**src/hdl/sfd_pkg.sv**
```systemverilog
package sfd_pkg;

  // Default payload limit, frame overhead (start, hdr1, addr, cmd, length, checksum)
  localparam int MAX_PAYLOAD_DEF = 64;
  localparam int FRAME_OVH       = 6;
  localparam int RESULT_CAP      = 64;

  localparam logic [7:0] START_BYTE = 8'h5C;

  // Result kinds
  localparam logic KIND_NACK  = 1'b0;
  localparam logic KIND_FRAME = 1'b1;

  // Per-frame summary kept between the scan and the emit pass
  typedef struct packed {
    logic [7:0] len;
    logic [7:0] nlen;
    logic [7:0] hdr1;
    logic [7:0] addr;
    logic [7:0] cmd;
    logic [7:0] chk;
  } frame_ent_t;

  // Hand-over from the scanner to the emitter
  typedef struct packed {
    logic       go;
    logic [6:0] nacks;
  } emit_req_t;

  typedef struct packed {
    logic       kind;
    logic [6:0] nack_count;
    logic [7:0] frame_addr;
    logic [7:0] frame_hdr1;
    logic [7:0] frame_cmd;
    logic [6:0] payload_len;
    logic [7:0] payload_byte;
    logic [5:0] byte_index;
    logic [7:0] frame_checksum;
    logic       last;
  } result_t;

endpackage

```
**src/hdl/sfd_win_ram.sv**
```systemverilog
module sfd_win_ram
  import sfd_pkg::*;
#(
  parameter int DEPTH = MAX_PAYLOAD_DEF + FRAME_OVH,
  parameter int AW    = $clog2(MAX_PAYLOAD_DEF + FRAME_OVH)
) (
  input  logic          clk,
  input  logic          we,
  input  logic [AW-1:0] waddr,
  input  logic [7:0]    wdata,
  input  logic          re_a,
  input  logic [AW-1:0] raddr_a,
  output logic [7:0]    rdata_a,
  input  logic          re_b,
  input  logic [AW-1:0] raddr_b,
  output logic [7:0]    rdata_b
);

  logic [7:0] mem [DEPTH];
  logic [7:0] rd_a_r;
  logic [7:0] rd_b_r;

  // Read data holds until the port is read again
  always_ff @(posedge clk) begin
    if (we) begin
      mem[waddr] <= wdata;
    end
    if (re_a) begin
      rd_a_r <= mem[raddr_a];
    end
    if (re_b) begin
      rd_b_r <= mem[raddr_b];
    end
  end

  assign rdata_a = rd_a_r;
  assign rdata_b = rd_b_r;

endmodule

```
**src/hdl/sfd_ftab_ram.sv**
```systemverilog
module sfd_ftab_ram
  import sfd_pkg::*;
#(
  parameter int DEPTH = 2,
  parameter int AW    = 1,
  parameter int DW    = 8
) (
  input  logic          clk,
  input  logic          we,
  input  logic [AW-1:0] waddr,
  input  logic [DW-1:0] wdata,
  input  logic          re,
  input  logic [AW-1:0] raddr,
  output logic [DW-1:0] rdata
);

  logic [DW-1:0] mem [DEPTH];
  logic [DW-1:0] rd_r;

  always_ff @(posedge clk) begin
    if (we) begin
      mem[waddr] <= wdata;
    end
    if (re) begin
      rd_r <= mem[raddr];
    end
  end

  assign rdata = rd_r;

endmodule

```
**src/hdl/sfd_scan.sv**
```systemverilog
module sfd_scan
  import sfd_pkg::*;
#(
  parameter int MAX_PAYLOAD = MAX_PAYLOAD_DEF,
  parameter int DEPTH       = MAX_PAYLOAD_DEF + FRAME_OVH,
  parameter int AW          = 7,
  parameter int CW          = 7,
  parameter int FAW         = 4,
  parameter int FCW         = 4,
  parameter int TW          = 7 + $bits(frame_ent_t)
) (
  input  logic           clk,
  input  logic           rst_n,
  input  logic           byte_acc,
  input  logic [7:0]     byte_in,
  output logic           busy,
  output logic           win_we,
  output logic [AW-1:0]  win_waddr,
  output logic [7:0]     win_wdata,
  output logic           win_re_a,
  output logic [AW-1:0]  win_addr_a,
  output logic           win_re_b,
  output logic [AW-1:0]  win_addr_b,
  input  logic [7:0]     win_rd_a,
  input  logic [7:0]     win_rd_b,
  output logic           tab_we,
  output logic [FAW-1:0] tab_waddr,
  output logic [TW-1:0]  tab_wdata,
  output emit_req_t      req,
  output logic [FCW-1:0] nframes
);

  localparam logic [AW:0] DEPTH_W = (AW+1)'(DEPTH);
  localparam logic [CW-1:0] DEPTH_C = CW'(DEPTH);
  localparam logic [7:0] MAX_LEN = 8'(MAX_PAYLOAD);

  typedef enum logic [2:0] {
    S_IDLE, S_FIND, S_FCHK, S_LEN, S_WALK, S_CHECK, S_HAND
  } state_t;

  state_t         state_r, state_nxt;
  logic [AW-1:0]  head_r, head_nxt;
  logic [CW-1:0]  cnt_r, cnt_nxt;
  logic [7:0]     len_r, len_nxt;
  logic [7:0]     hdr1_r, hdr1_nxt;
  logic [7:0]     addr_r, addr_nxt;
  logic [7:0]     cmd_r, cmd_nxt;
  logic [7:0]     xor_r, xor_nxt;
  logic           pend_r, pend_nxt;
  logic [7:0]     npairs_r, npairs_nxt;
  logic [AW-1:0]  iss_k_r, iss_k_nxt;
  logic           dvld_r, dvld_nxt;
  logic [AW-1:0]  dk_r, dk_nxt;
  logic [6:0]     nacks_r, nacks_nxt;
  logic [FCW-1:0] nfr_r, nfr_nxt;

  logic [8:0]     last_k;
  logic [7:0]     nlen;
  logic [7:0]     new_chk;
  frame_ent_t     ent;

  function automatic logic [AW-1:0] wrap_add(input logic [AW-1:0] base,
                                             input logic [AW:0] off);
    logic [AW:0] sum;
    sum = {1'b0, base} + off;
    if (sum >= DEPTH_W) begin
      sum = sum - DEPTH_W;
    end
    return sum[AW-1:0];
  endfunction

  assign last_k  = {1'b0, len_r} + 9'd4;
  assign nlen    = len_r - npairs_r;
  // Trailer matched, so recompute from it: collapsed pairs leave one start byte each
  assign new_chk = win_rd_b ^ len_r ^ nlen ^ (npairs_r[0] ? START_BYTE : 8'h00);

  always_comb begin
    ent      = '0;
    ent.len  = len_r;
    ent.nlen = nlen;
    ent.hdr1 = hdr1_r;
    ent.addr = addr_r;
    ent.cmd  = cmd_r;
    ent.chk  = new_chk;
  end

  assign tab_waddr = nfr_r[FAW-1:0];
  assign tab_wdata = {wrap_add(head_r, (AW+1)'(FRAME_OVH - 1)), ent};
  assign busy      = (state_r != S_IDLE);
  assign nframes   = nfr_r;
  assign req.go    = (state_r == S_HAND) && ((nfr_r != '0) || (nacks_r != '0));
  assign req.nacks = nacks_r;
  assign win_wdata = byte_in;

  always_comb begin
    state_nxt  = state_r;
    head_nxt   = head_r;
    cnt_nxt    = cnt_r;
    len_nxt    = len_r;
    hdr1_nxt   = hdr1_r;
    addr_nxt   = addr_r;
    cmd_nxt    = cmd_r;
    xor_nxt    = xor_r;
    pend_nxt   = pend_r;
    npairs_nxt = npairs_r;
    iss_k_nxt  = iss_k_r;
    dvld_nxt   = 1'b0;
    dk_nxt     = dk_r;
    nacks_nxt  = nacks_r;
    nfr_nxt    = nfr_r;
    win_we     = 1'b0;
    win_waddr  = wrap_add(head_r, (AW+1)'(cnt_r));
    win_re_a   = 1'b0;
    win_addr_a = head_r;
    win_re_b   = 1'b0;
    win_addr_b = wrap_add(head_r, (AW+1)'(1));
    tab_we     = 1'b0;

    case (state_r)
      S_IDLE: begin
        if (byte_acc) begin
          win_we    = 1'b1;
          nacks_nxt = '0;
          nfr_nxt   = '0;
          // Full window: overwrite and drop the oldest byte
          if (cnt_r == DEPTH_C) begin
            head_nxt = wrap_add(head_r, (AW+1)'(1));
          end else begin
            cnt_nxt = cnt_r + CW'(1);
          end
          state_nxt = S_FIND;
        end
      end
      S_FIND: begin
        if (cnt_r == '0) begin
          state_nxt = S_HAND;
        end else begin
          win_re_a  = 1'b1;
          state_nxt = S_FCHK;
        end
      end
      S_FCHK: begin
        if (win_rd_a != START_BYTE) begin
          head_nxt  = wrap_add(head_r, (AW+1)'(1));
          cnt_nxt   = cnt_r - CW'(1);
          state_nxt = S_FIND;
        end else if (cnt_r < CW'(5)) begin
          state_nxt = S_HAND;
        end else begin
          win_re_a   = 1'b1;
          win_addr_a = wrap_add(head_r, (AW+1)'(4));
          win_re_b   = 1'b1;
          state_nxt  = S_LEN;
        end
      end
      S_LEN: begin
        len_nxt  = win_rd_a;
        hdr1_nxt = win_rd_b;
        if (win_rd_a > MAX_LEN) begin
          head_nxt  = wrap_add(head_r, (AW+1)'(1));
          cnt_nxt   = cnt_r - CW'(1);
          state_nxt = S_FIND;
        end else if (10'(cnt_r) < (10'(win_rd_a) + 10'd6)) begin
          state_nxt = S_HAND;
        end else begin
          iss_k_nxt  = AW'(2);
          xor_nxt    = '0;
          pend_nxt   = 1'b0;
          npairs_nxt = '0;
          state_nxt  = S_WALK;
        end
      end
      S_WALK: begin
        // Issue one read a cycle over bytes 2..len+4, fetch the trailer once
        if (9'(iss_k_r) <= last_k) begin
          win_re_a   = 1'b1;
          win_addr_a = wrap_add(head_r, {1'b0, iss_k_r});
          dvld_nxt   = 1'b1;
          dk_nxt     = iss_k_r;
          iss_k_nxt  = iss_k_r + AW'(1);
        end
        if (iss_k_r == AW'(2)) begin
          win_re_b   = 1'b1;
          win_addr_b = wrap_add(head_r, (AW+1)'(9'(len_r) + 9'd5));
        end
        if (dvld_r) begin
          xor_nxt = xor_r ^ win_rd_a;
          if (dk_r == AW'(2)) begin
            addr_nxt = win_rd_a;
          end
          if (dk_r == AW'(3)) begin
            cmd_nxt = win_rd_a;
          end
          if (9'(dk_r) >= 9'd5) begin
            if (pend_r && (win_rd_a == START_BYTE)) begin
              npairs_nxt = npairs_r + 8'd1;
              pend_nxt   = 1'b0;
            end else begin
              pend_nxt = (win_rd_a == START_BYTE);
            end
          end
          if (9'(dk_r) == last_k) begin
            state_nxt = S_CHECK;
          end
        end
      end
      S_CHECK: begin
        if (xor_r != win_rd_b) begin
          if (nacks_r != 7'h7F) begin
            nacks_nxt = nacks_r + 7'd1;
          end
          head_nxt = wrap_add(head_r, (AW+1)'(1));
          cnt_nxt  = cnt_r - CW'(1);
        end else begin
          tab_we   = 1'b1;
          nfr_nxt  = nfr_r + FCW'(1);
          head_nxt = wrap_add(head_r, (AW+1)'(9'(len_r) + 9'(FRAME_OVH)));
          cnt_nxt  = cnt_r - CW'(9'(len_r) + 9'(FRAME_OVH));
        end
        state_nxt = S_FIND;
      end
      S_HAND: begin
        state_nxt = S_IDLE;
      end
      default: begin
        state_nxt = S_IDLE;
      end
    endcase
  end

  always_ff @(posedge clk) begin
    if (!rst_n) begin
      state_r <= S_IDLE;
      head_r  <= '0;
      cnt_r   <= '0;
      dvld_r  <= 1'b0;
      nacks_r <= '0;
      nfr_r   <= '0;
    end else begin
      state_r <= state_nxt;
      head_r  <= head_nxt;
      cnt_r   <= cnt_nxt;
      dvld_r  <= dvld_nxt;
      nacks_r <= nacks_nxt;
      nfr_r   <= nfr_nxt;
    end
  end

  always_ff @(posedge clk) begin
    len_r    <= len_nxt;
    hdr1_r   <= hdr1_nxt;
    addr_r   <= addr_nxt;
    cmd_r    <= cmd_nxt;
    xor_r    <= xor_nxt;
    pend_r   <= pend_nxt;
    npairs_r <= npairs_nxt;
    iss_k_r  <= iss_k_nxt;
    dk_r     <= dk_nxt;
  end

endmodule

```
**src/hdl/sfd_emit.sv**
```systemverilog
module sfd_emit
  import sfd_pkg::*;
#(
  parameter int DEPTH = MAX_PAYLOAD_DEF + FRAME_OVH,
  parameter int AW    = 7,
  parameter int FAW   = 4,
  parameter int FCW   = 4,
  parameter int TW    = 7 + $bits(frame_ent_t)
) (
  input  logic           clk,
  input  logic           rst_n,
  input  emit_req_t      req,
  input  logic [FCW-1:0] nframes,
  output logic           busy,
  output logic           tab_re,
  output logic [FAW-1:0] tab_raddr,
  input  logic [TW-1:0]  tab_rdata,
  output logic           win_re,
  output logic [AW-1:0]  win_addr_a,
  output logic [AW-1:0]  win_addr_b,
  input  logic [7:0]     win_rd_a,
  input  logic [7:0]     win_rd_b,
  output logic           out_valid,
  input  logic           out_stall,
  output result_t        res_out
);

  localparam logic [AW:0] DEPTH_W = (AW+1)'(DEPTH);

  typedef enum logic [2:0] {E_IDLE, E_NACK, E_TAB, E_RD, E_USE} state_t;

  state_t         state_r, state_nxt;
  logic [6:0]     nacks_r, nacks_nxt;
  logic [FCW-1:0] nfr_r, nfr_nxt;
  logic [FCW-1:0] f_r, f_nxt;
  logic [7:0]     i_r, i_nxt;
  logic [7:0]     j_r, j_nxt;
  logic [6:0]     res_r, res_nxt;
  logic           ov_r, ov_nxt;
  result_t        out_r, out_nxt;

  logic [AW-1:0]  ptr;
  frame_ent_t     ent;
  logic           slot_free;
  logic           pair;
  logic [8:0]     i_step;
  logic           fend;
  logic           lastf;
  logic           cap;

  function automatic logic [AW-1:0] wrap_add(input logic [AW-1:0] base,
                                             input logic [AW:0] off);
    logic [AW:0] sum;
    sum = {1'b0, base} + off;
    if (sum >= DEPTH_W) begin
      sum = sum - DEPTH_W;
    end
    return sum[AW-1:0];
  endfunction

  assign ptr       = tab_rdata[TW-1 -: AW];
  assign ent       = frame_ent_t'(tab_rdata[$bits(frame_ent_t)-1:0]);
  assign slot_free = !ov_r || !out_stall;
  assign pair      = (ent.len != 8'd0) && (win_rd_a == START_BYTE) &&
                     (win_rd_b == START_BYTE) && ((9'(i_r) + 9'd1) < 9'(ent.len));
  assign i_step    = 9'(i_r) + (pair ? 9'd2 : 9'd1);
  assign fend      = (ent.len == 8'd0) || (i_step >= 9'(ent.len));
  assign lastf     = ((f_r + FCW'(1)) == nfr_r);
  assign cap       = (res_r == 7'(RESULT_CAP - 1));

  assign busy       = (state_r != E_IDLE);
  assign tab_raddr  = f_r[FAW-1:0];
  assign win_addr_a = wrap_add(ptr, (AW+1)'(i_r));
  assign win_addr_b = wrap_add(ptr, (AW+1)'(9'(i_r) + 9'd1));
  assign out_valid  = ov_r;
  assign res_out    = out_r;

  always_comb begin
    state_nxt = state_r;
    nacks_nxt = nacks_r;
    nfr_nxt   = nfr_r;
    f_nxt     = f_r;
    i_nxt     = i_r;
    j_nxt     = j_r;
    res_nxt   = res_r;
    ov_nxt    = ov_r && out_stall;
    out_nxt   = out_r;
    tab_re    = 1'b0;
    win_re    = 1'b0;

    case (state_r)
      E_IDLE: begin
        if (req.go) begin
          nacks_nxt = req.nacks;
          nfr_nxt   = nframes;
          f_nxt     = '0;
          res_nxt   = '0;
          state_nxt = (nframes == '0) ? E_NACK : E_TAB;
        end
      end
      E_NACK: begin
        // Failures only: one report, fields other than the count and last held at zero
        if (slot_free) begin
          ov_nxt             = 1'b1;
          out_nxt            = '0;
          out_nxt.kind       = KIND_NACK;
          out_nxt.nack_count = nacks_r;
          out_nxt.last       = 1'b1;
          state_nxt          = E_IDLE;
        end
      end
      E_TAB: begin
        tab_re    = 1'b1;
        i_nxt     = '0;
        j_nxt     = '0;
        state_nxt = E_RD;
      end
      E_RD: begin
        win_re    = 1'b1;
        state_nxt = E_USE;
      end
      E_USE: begin
        if (slot_free) begin
          ov_nxt                 = 1'b1;
          out_nxt.kind           = KIND_FRAME;
          out_nxt.nack_count     = (res_r == 7'd0) ? nacks_r : 7'd0;
          out_nxt.frame_addr     = ent.addr;
          out_nxt.frame_hdr1     = ent.hdr1;
          out_nxt.frame_cmd      = ent.cmd;
          out_nxt.payload_len    = ent.nlen[6:0];
          out_nxt.payload_byte   = (ent.len == 8'd0) ? 8'd0 : win_rd_a;
          out_nxt.byte_index     = j_r[5:0];
          out_nxt.frame_checksum = ent.chk;
          out_nxt.last           = (fend && lastf) || cap;
          res_nxt                = res_r + 7'd1;
          i_nxt                  = i_step[7:0];
          j_nxt                  = j_r + 8'd1;
          if ((fend && lastf) || cap) begin
            state_nxt = E_IDLE;
          end else if (fend) begin
            f_nxt     = f_r + FCW'(1);
            state_nxt = E_TAB;
          end else begin
            state_nxt = E_RD;
          end
        end
      end
      default: begin
        state_nxt = E_IDLE;
      end
    endcase
  end

  always_ff @(posedge clk) begin
    if (!rst_n) begin
      state_r <= E_IDLE;
      ov_r    <= 1'b0;
    end else begin
      state_r <= state_nxt;
      ov_r    <= ov_nxt;
    end
  end

  always_ff @(posedge clk) begin
    nacks_r <= nacks_nxt;
    nfr_r   <= nfr_nxt;
    f_r     <= f_nxt;
    i_r     <= i_nxt;
    j_r     <= j_nxt;
    res_r   <= res_nxt;
    out_r   <= out_nxt;
  end

endmodule

```
**src/hdl/serial_frame_deframer.sv**
```systemverilog
// Each byte holds the input while the scan runs; each dropped byte, each overlong length and
// each checksum walk lengthens the scan. Results: the first follows the scan's end through a
// table read, a window read and the output register (a failure-only report through the output
// register alone); each further byte adds a window read, each further frame a table read, and
// out_stall holds any result; both passes use the window reads, and the next byte waits for both.
// Reset: control state, window fill and out_valid clear synchronously; window memory is left as it is.
module serial_frame_deframer
  import sfd_pkg::*;
#(
  parameter int MAX_PAYLOAD = MAX_PAYLOAD_DEF
) (
  input  logic       clk,
  input  logic       rst_n,
  input  logic       in_valid,
  output logic       in_stall,
  input  logic [7:0] in_rx_byte,
  output logic       out_valid,
  input  logic       out_stall,
  output logic       out_kind,
  output logic [6:0] out_nack_count,
  output logic [7:0] out_frame_addr,
  output logic [7:0] out_frame_hdr1,
  output logic [7:0] out_frame_cmd,
  output logic [6:0] out_payload_len,
  output logic [7:0] out_payload_byte,
  output logic [5:0] out_byte_index,
  output logic [7:0] out_frame_checksum,
  output logic       out_last
);

  // Window: circular buffer of unconsumed bytes, one full frame deep
  localparam int DEPTH = MAX_PAYLOAD + FRAME_OVH;
  localparam int AW    = $clog2(DEPTH);
  localparam int CW    = $clog2(DEPTH + 1);
  // Frame table: every frame that fits in one window
  localparam int FD    = DEPTH / FRAME_OVH + 1;
  localparam int FAW   = $clog2(FD);
  localparam int FCW   = $clog2(FD + 1);
  localparam int TW    = AW + $bits(frame_ent_t);

  logic           byte_acc;
  logic           scan_busy;
  logic           emit_busy;

  logic           sc_we;
  logic [AW-1:0]  sc_waddr;
  logic [7:0]     sc_wdata;
  logic           sc_re_a;
  logic [AW-1:0]  sc_addr_a;
  logic           sc_re_b;
  logic [AW-1:0]  sc_addr_b;
  logic           em_re;
  logic [AW-1:0]  em_addr_a;
  logic [AW-1:0]  em_addr_b;
  logic [7:0]     win_rd_a;
  logic [7:0]     win_rd_b;

  logic           tab_we;
  logic [FAW-1:0] tab_waddr;
  logic [TW-1:0]  tab_wdata;
  logic           tab_re;
  logic [FAW-1:0] tab_raddr;
  logic [TW-1:0]  tab_rdata;

  emit_req_t      req;
  logic [FCW-1:0] nframes;
  result_t        res;

  // Take a new byte only once the scan and emit passes of the last one are over;
  // the output register lets a finished result wait while the next byte comes in.
  assign in_stall = scan_busy || emit_busy;
  assign byte_acc = in_valid && !in_stall;

  // Pass one: append the byte, scan, count failures and log good frames
  sfd_scan #(
    .MAX_PAYLOAD (MAX_PAYLOAD),
    .DEPTH       (DEPTH),
    .AW          (AW),
    .CW          (CW),
    .FAW         (FAW),
    .FCW         (FCW),
    .TW          (TW)
  ) u_scan (
    .clk        (clk),
    .rst_n      (rst_n),
    .byte_acc   (byte_acc),
    .byte_in    (in_rx_byte),
    .busy       (scan_busy),
    .win_we     (sc_we),
    .win_waddr  (sc_waddr),
    .win_wdata  (sc_wdata),
    .win_re_a   (sc_re_a),
    .win_addr_a (sc_addr_a),
    .win_re_b   (sc_re_b),
    .win_addr_b (sc_addr_b),
    .win_rd_a   (win_rd_a),
    .win_rd_b   (win_rd_b),
    .tab_we     (tab_we),
    .tab_waddr  (tab_waddr),
    .tab_wdata  (tab_wdata),
    .req        (req),
    .nframes    (nframes)
  );

  // Consumed frame bytes stay in the window memory until the next byte is
  // written, so pass two re-reads payloads from there. The passes never
  // overlap, so the read ports simply follow whichever is active.
  sfd_win_ram #(
    .DEPTH (DEPTH),
    .AW    (AW)
  ) u_win (
    .clk     (clk),
    .we      (sc_we),
    .waddr   (sc_waddr),
    .wdata   (sc_wdata),
    .re_a    (emit_busy ? em_re : sc_re_a),
    .raddr_a (emit_busy ? em_addr_a : sc_addr_a),
    .rdata_a (win_rd_a),
    .re_b    (emit_busy ? em_re : sc_re_b),
    .raddr_b (emit_busy ? em_addr_b : sc_addr_b),
    .rdata_b (win_rd_b)
  );

  sfd_ftab_ram #(
    .DEPTH (FD),
    .AW    (FAW),
    .DW    (TW)
  ) u_ftab (
    .clk   (clk),
    .we    (tab_we),
    .waddr (tab_waddr),
    .wdata (tab_wdata),
    .re    (tab_re),
    .raddr (tab_raddr),
    .rdata (tab_rdata)
  );

  // Pass two: with the failure total known, unescape and deliver each frame
  sfd_emit #(
    .DEPTH (DEPTH),
    .AW    (AW),
    .FAW   (FAW),
    .FCW   (FCW),
    .TW    (TW)
  ) u_emit (
    .clk        (clk),
    .rst_n      (rst_n),
    .req        (req),
    .nframes    (nframes),
    .busy       (emit_busy),
    .tab_re     (tab_re),
    .tab_raddr  (tab_raddr),
    .tab_rdata  (tab_rdata),
    .win_re     (em_re),
    .win_addr_a (em_addr_a),
    .win_addr_b (em_addr_b),
    .win_rd_a   (win_rd_a),
    .win_rd_b   (win_rd_b),
    .out_valid  (out_valid),
    .out_stall  (out_stall),
    .res_out    (res)
  );

  assign out_kind           = res.kind;
  assign out_nack_count     = res.nack_count;
  assign out_frame_addr     = res.frame_addr;
  assign out_frame_hdr1     = res.frame_hdr1;
  assign out_frame_cmd      = res.frame_cmd;
  assign out_payload_len    = res.payload_len;
  assign out_payload_byte   = res.payload_byte;
  assign out_byte_index     = res.byte_index;
  assign out_frame_checksum = res.frame_checksum;
  assign out_last           = res.last;

endmodule
```
**config.mk**
```make
export PLATFORM = sky130hd
export DESIGN_NAME = serial_frame_deframer
export DESIGN_NICKNAME = d
export VERILOG_FILES = /design/src/hdl/sfd_pkg.sv /design/src/hdl/sfd_win_ram.sv /design/src/hdl/sfd_ftab_ram.sv /design/src/hdl/sfd_scan.sv /design/src/hdl/sfd_emit.sv /design/src/hdl/serial_frame_deframer.sv
export SDC_FILE = /design/constraint.sdc
export NUM_CORES = 2
export LEC_CHECK = 0
export BUFFER_PORTS_ARGS = -buffer_cell sky130_fd_sc_hd__buf_2
export CAP_MARGIN = 15
export CORE_ASPECT_RATIO = 1.4
export CORE_MARGIN = 4
export CORE_UTILIZATION = 30
export CTS_BUF_LIST = sky130_fd_sc_hd__clkbuf_4
export DETAILED_ROUTE_END_ITERATION = 7
export GPL_ROUTABILITY_DRIVEN = 0
export SYNTH_ARGS = -nofsm -noshare
export SYNTH_HDL_FRONTEND = slang
export SYNTH_SLANG_ARGS = --single-unit
```
**constraint.sdc**
```tcl
create_clock -name clk -period 6.3 [get_ports clk]
set_clock_uncertainty 0.15 [all_clocks]
set_input_delay 1.26 -clock clk [delete_from_list [all_inputs] [get_ports clk]]
set_output_delay 1.26 -clock clk [all_outputs]
set_load 0.02 [all_outputs]
```
# == Yosys cells after proc, flatten, opt, wreduce, memory -nomap -nowiden ==
# Memory sizes are Yosys's and may differ from the RTL's. A register that Yosys moved wholly into a read port is not among the register bits.
# Index checks and enable logic that the tools add are counted.
# classes
addsub,35
bitwise,4
n_mux,110
eq_ne,42
n_reduce_logical,53
n_lt_le_gt_ge,16
# ops
operator,count
$mux 7,36
$mux 62,2
$pmux 62 s2,1
$ge 8x7->1 const B,9
$mux 8,9
$pmux 8 s2,4
$sub 7x7->7 const B,9
$pmux 7 s2,4
$pmux 7 s4,2
$mux 3,11
$add 7x8->8,4
$xor 8x8->8,4
$add 7x1->7 const B,4
$ne 2x1->1 const B,13
$mux 1,25
$mux 4,6
$eq 7x2->1 const B,3
$reduce_and 3->1,7
$reduce_and 5->1,4
$add 8x3->9 const B,2
$pmux 3 s6,1
$add 7x3->8 const B,2
$add 7x7->8,2
$add 8x1->8 const B,2
48 further kinds,94
# totals
ram_bits,1220
regBits,196
out_inout_bits,64
n_memories,2
wordCells,295
in_bits,12
# mem_list
name,words,width,rd,rd_ports_with_merged_regs,wr,line_no,source
u_ftab.mem,12,55,1,1,1,sfd_ftab_ram.sv:17,logic [DW-1:0] mem [DEPTH];
u_win.mem,70,8,2,2,1,sfd_win_ram.sv:19,logic [7:0] mem [DEPTH];

# == Logic depth before layout (Yosys ltp) ==
# depth
ltp_word,13
depth_mapped,26
depth_no_buf,26

# == Modules after synthesis ==
# From an unflattened synthesis, not the netlist that was laid out.
# hier_totals
hier_cells,4087
hier_area_um2,68460.7
# by_module_without_submodules
mod,instances,seq_area_each_um2,cells_each,area_each_um2
sfd_win_ram,1,17296.6,1449,27032.2
sfd_ftab_ram,1,21470.6,1126,26619.3
sfd_scan,1,2472.4,1001,8816.0
sfd_emit,1,3022.9,491,5738.0
serial_frame_deframer,1,0.0,20,255.2

# == Worst setup path after synthesis ==
# OpenSTA, ideal clock, no wires.
# synth_timing
path_type,input to register
startpoint,input port out_stall
endpoint,"register u_emit.out_r, in the netlist u_emit.res_out[0] (enable)"
required_time_ps,5592
n_path_buf,1
setup_slack_ps,-220
cell_stages,3
arrival_time_ps,5812
setup_ps,558
cell_sequence,and2_1 > clkbuf_1 > nor3_1
# synth_via
elab_chain_cells,4
word_cells_on_any_way,5
classes_between,eq/ne: 2; reduce/logical: 3
# synth_rtl
item,line_no,source
start: declaration,serial_frame_deframer.sv:18,"input logic out_stall,"
$logic_not 1->1 (*),sfd_emit.sv:63,assign slot_free = !ov_r || !out_stall;
$logic_or 1x1->1 (*),sfd_emit.sv:63,
$ne 2x1->1 (no line),--,
$reduce_and 3->1 (no line) (*),--,
end signal: assignment,sfd_emit.sv:171,out_r <= out_nxt;
end: declaration,sfd_emit.sv:40,"result_t out_r, out_nxt;"
# Every way passes the cells marked *; elsewhere a longest branch is shown, timed or not.
# A chain may end at the register's enable or synchronous reset.

# == Final worst setup path ==
# layout_timing
startpoint,register u_emit.i_r[0]
endpoint,register u_emit.f_r[2] (netlist: u_emit.tab_raddr[2]) (enable)
# layout_via
elab_chain_cells,11
word_cells_on_any_way,12
classes_between,add/sub: 2; order compare: 2; eq/ne: 2; mux: 1; reduce/logical: 5
# layout_rtl
item,line_no,source
start: declaration,sfd_emit.sv:36,"logic [7:0] i_r, i_nxt;"
start signal: assignment,sfd_emit.sv:168,i_r <= i_nxt;
$add 8x1->9,sfd_emit.sv:65,(win_rd_b == START_BYTE) && ((9'(i_r) + 9'd1) < 9'(ent.len));
$lt 9x8->1,sfd_emit.sv:65,
$logic_and 1x1->1,sfd_emit.sv:65,
$mux 2,sfd_emit.sv:66,assign i_step = 9'(i_r) + (pair ? 9'd2 : 9'd1);
$add 8x9->9 (*),sfd_emit.sv:66,
via u_emit.i_step[1],sfd_emit.sv:46,logic [8:0] i_step;
$ge 9x8->1 (*),sfd_emit.sv:67,assign fend = (ent.len == 8'd0) || (i_step >= 9'(ent.len));
$logic_or 1x1->1 (*),sfd_emit.sv:67,
$logic_and 1x1->1,sfd_emit.sv:138,if ((fend && lastf) || cap) begin
$logic_or 1x1->1,sfd_emit.sv:138,
$ne 2x2->1 (no line),--,
$reduce_and 5->1 (no line) (*),--,
end signal: assignment,sfd_emit.sv:167,f_r <= f_nxt;
end: declaration,sfd_emit.sv:35,"logic [FCW-1:0] f_r, f_nxt;"
# The timed path passes the listed nets; every way through them passes the cells marked *.

==> flow_summary.json <==
{
  "crit_buf_inv": 1,
  "period_share_pct": 94.7,
  "maxSlewHeadroom_pct": 24.6,
  "synthCells": 4880,
  "ir_worst_vdd_mv": 0.252,
  "cp_max_fo": 4,
  "finalNonFillerCells": 8573,
  "grt_usage_pct": 16.9,
  "drv_cap": 0,
  "cts_buffer_depth": 4,
  "syn_to_final_growth_pct": 14.3,
  "grt_pass1_vias": 45292,
  "path_class": "reg -> reg",
  "yosysSeqAreaShare_pct": 64.1,
  "grt_pass1_wl_um": 299000,
  "die_area_um2": 236000,
  "core_um2": 227000,
  "finalHoldViolations": 0,
  "synth-async-reset-ratio_pct": 0,
  "fin_tns_setup_ns": 0,
  "wl_per_cell_um": 23.9,
  "dr.pass1.iters": 7,
  "synth_fp_nets": 5029,
  "floorplan.initialDensity_pct": 30.1,
  "yosys_warnings": 0,
  "synth_edf_count": 1439,
  "cp_top_family": "compound AO/OA/AOI/OAI gates",
  "cts_tree": "built",
  "worst_pin_slew_ns": 1.12,
  "clk_pin_slew_ns": 0.07,
  "ant_nets": 0,
  "fin_util_pct": 34.4,
  "fp.dieH_um": 573,
  "cts_made_buffers": 388,
  "period_needed_ns": 5.96,
  "synth_area_um2": 68500,
  "drt_iter0_drc": 4361,
  "grt_setup_unrepaired": "false",
  "ys_types": 89,
  "io_buffers": 75,
  "required_ns": 7.14,
  "die_w_um": 412,
  "setup_violations": 0,
  "crit_top_cell": "a21o_1",
  "synth_flop_cell": "edfxtp_1",
  "post-place-cells": 7924,
  "fin_hold_ws_ns": 0.360,
  "hp-class": "reg -> reg",
  "via_per_inst": 5.28,
  "io_pins": 76,
  "p_leak_nw": 26.0,
  "cp-end-kind": "register",
  "crit_arrival_ns": 6.80,
  "cts_root_buffer": "clkbuf_4",
  "layout-drive-gt1-share_pct": 21.6,
  "synth-seq-cells": 1472,
  "syn_avg_cell_area_um2": 14.0,
  "overflow": 0,
  "layout.nets": 5438,
  "rows": 207,
  "via_count": 45272,
  "clock_sinks": 1472,
  "critical-path-max-stage-delay_ns": 0.55,
  "wirelength_um": 205000,
  "status": "completed",
  "grt_max_degree": 104,
  "crit_slowest_cell": "fa_2",
  "cts.htree.levels": 5,
  "drv_slew": 0,
  "hpwl_um": 132000,
  "clk_latency_ns": 1.37,
  "powerDensity_nw_per_um2": 334,
  "critPathLaunchType": "register",
  "drc_errors": 0,
  "antenna_found_initial": 10,
  "fmax_mhz": 168
}
routing by layer:
| layer | vias up | global-route usage, % | routed length (µm) |
|---|---|---|---|
| li1 | 19871 | - | - |
| met1 | 22659 | 19.9 | 76300 |
| met2 | 2185 | 28.1 | 100000 |
| met3 | 555 | 3.39 | 15400 |
| met4 | 2 | 10.4 | 13300 |
| met5 | - | 0 | 13 |
timing repair:
| action | CTS | global route |
|---|---|---|
| hold buffers | 1 | 0 |
| endpoints found under the setup margin | 4 | 6 |
| endpoints found under the hold margin | 2 | 0 |
| buffers inserted | 0 | 3 |
| gates resized for setup | 1 | 5 |
where the power goes:
group / switching (mW) / internal (mW)
Clock: 3.82 / 4.10
Sequential: 0.161 / 11.0
Combinational: 4.61 / 2.47
Total: 8.60 / 17.6
cells in the final DEF, fill, tap and decap left out, types with 28 or more instances in the layout:
master	count
a211o_1	39
a21o_1	35
a21oi_1	148
a221oi_1	28
a311oi_1	43
and2_1	46
and3_1	102
buf_2	75
buf_4	213
clkbuf_4	538
clkinv_1	76
dfxtp_1	32
edfxtp_1	1439
ha_1	127
inv_1	80
mux2_2	33
mux2i_1	220
mux4_2	221
nand2_1	707
nand3_1	206
nand4_1	48
nor2_1	220
nor2b_1	31
nor3_1	35
o211ai_1	41
o21ai_0	128
xnor2_1	109
xor2_1	62
area by class of cell:
cell class                 instances  area, µm²
clock buffer                     538       4040
multi-input combinational       3031      23200
sequential                      1472      43900
fill                           22162     149000
antenna                            9       22.5
tap                             3030       3790
inverter                          82        308
clock inverter                    97        517
timing repair buffer             314       2480
stage by stage:
stage	instance area [µm²]	setup WS (ns)	total power, mW
floorplan	68500	0.707	15.5
global placement	73600	-0.111	18.2
detailed placement	73600	0.0972	18.3
CTS	78200	0.0769	26.2
global route	78200	0.00381	27.3
finish	78200	0.337	26.2
path summary, 6_finish.rpt:
kind,start,endpoint,slack [ns],cells after the start
setup / recovery,u_emit.i_r[0],u_emit.tab_raddr[2],0.34,26
setup reg to reg,u_emit.i_r[0],u_emit.tab_raddr[2],0.34,26
hold reg to reg,u_scan.nacks_r[6],u_emit.nacks_r[6],0.36,0
hold / removal,u_scan.nacks_r[6],u_emit.nacks_r[6],0.36,0
synthesized netlist by cell type, drive strengths merged, types with 12 or more instances:
cell type | instances | area [µm²]
clkbuf | 164 | 616
nand4 | 48 | 300
dfxtp | 33 | 661
edfxtp | 1439 | 43200
nand2 | 709 | 2660
a21oi | 148 | 741
a311oi | 46 | 422
a221oi | 28 | 245
xor2 | 64 | 568
buf | 131 | 649
o21a | 17 | 128
and3 | 105 | 657
a2111oi | 25 | 219
o311ai | 19 | 166
mux4 | 221 | 4980
nand3 | 206 | 1030
ha | 128 | 1600
a32oi | 28 | 245
nor2b | 31 | 194
nand2b | 24 | 150
or2 | 13 | 81.3
o21ai | 134 | 678
inv | 82 | 308
o211ai | 41 | 308
a311o | 12 | 120
xnor2 | 110 | 971
nor4 | 12 | 75.1
a21boi | 13 | 97.6
mux2i | 221 | 2210
a211o | 39 | 342
nor2 | 226 | 856
mux2 | 33 | 372
a211oi | 21 | 163
or3 | 23 | 144
a31oi | 17 | 113
nor3 | 40 | 205
and2 | 55 | 344
a21o | 35 | 263
logic make-up after synthesis:
| family | Yosys count | share of synthesized area [%] |
|---|---|---|
| and+or+nand+nor | 1530 | 10.3 |
| DFF | 1472 | 64.1 |
| AOI/OAI and AO/OA | 715 | 7.46 |
| muxes | 475 | 11.0 |
| buffers and inverters | 377 | 2.30 |
| xor gates and xnor gates | 174 | 2.25 |
| adders and majority gates | 137 | 2.60 |
sequential cells by signal (all words and copies together), names as in the netlist, 4 cells and up:
register,cells
u_scan.iss_k_r,7
u_scan.dk_r,7
u_scan.xor_r,8
u_win.mem,560
u_scan.cmd_r,8
u_scan.cnt_r,7
u_scan.nframes,4
u_scan.npairs_r,8
u_emit.i_r,8
u_emit.res_out,62
u_emit.res_r,7
u_scan.head_r,7
u_scan.len_r,8
u_win.rdata_b,8
u_emit.j_r,6
u_scan.addr_r,8
u_emit.tab_raddr,4
u_emit.nacks_r,7
u_ftab.mem,648
u_emit.nfr_r,4
u_win.rdata_a,8
u_ftab.rdata,54
u_scan.nacks_r,7
u_scan.hdr1_r,8
No activity file was read; power rests on OpenSTA's default activity.
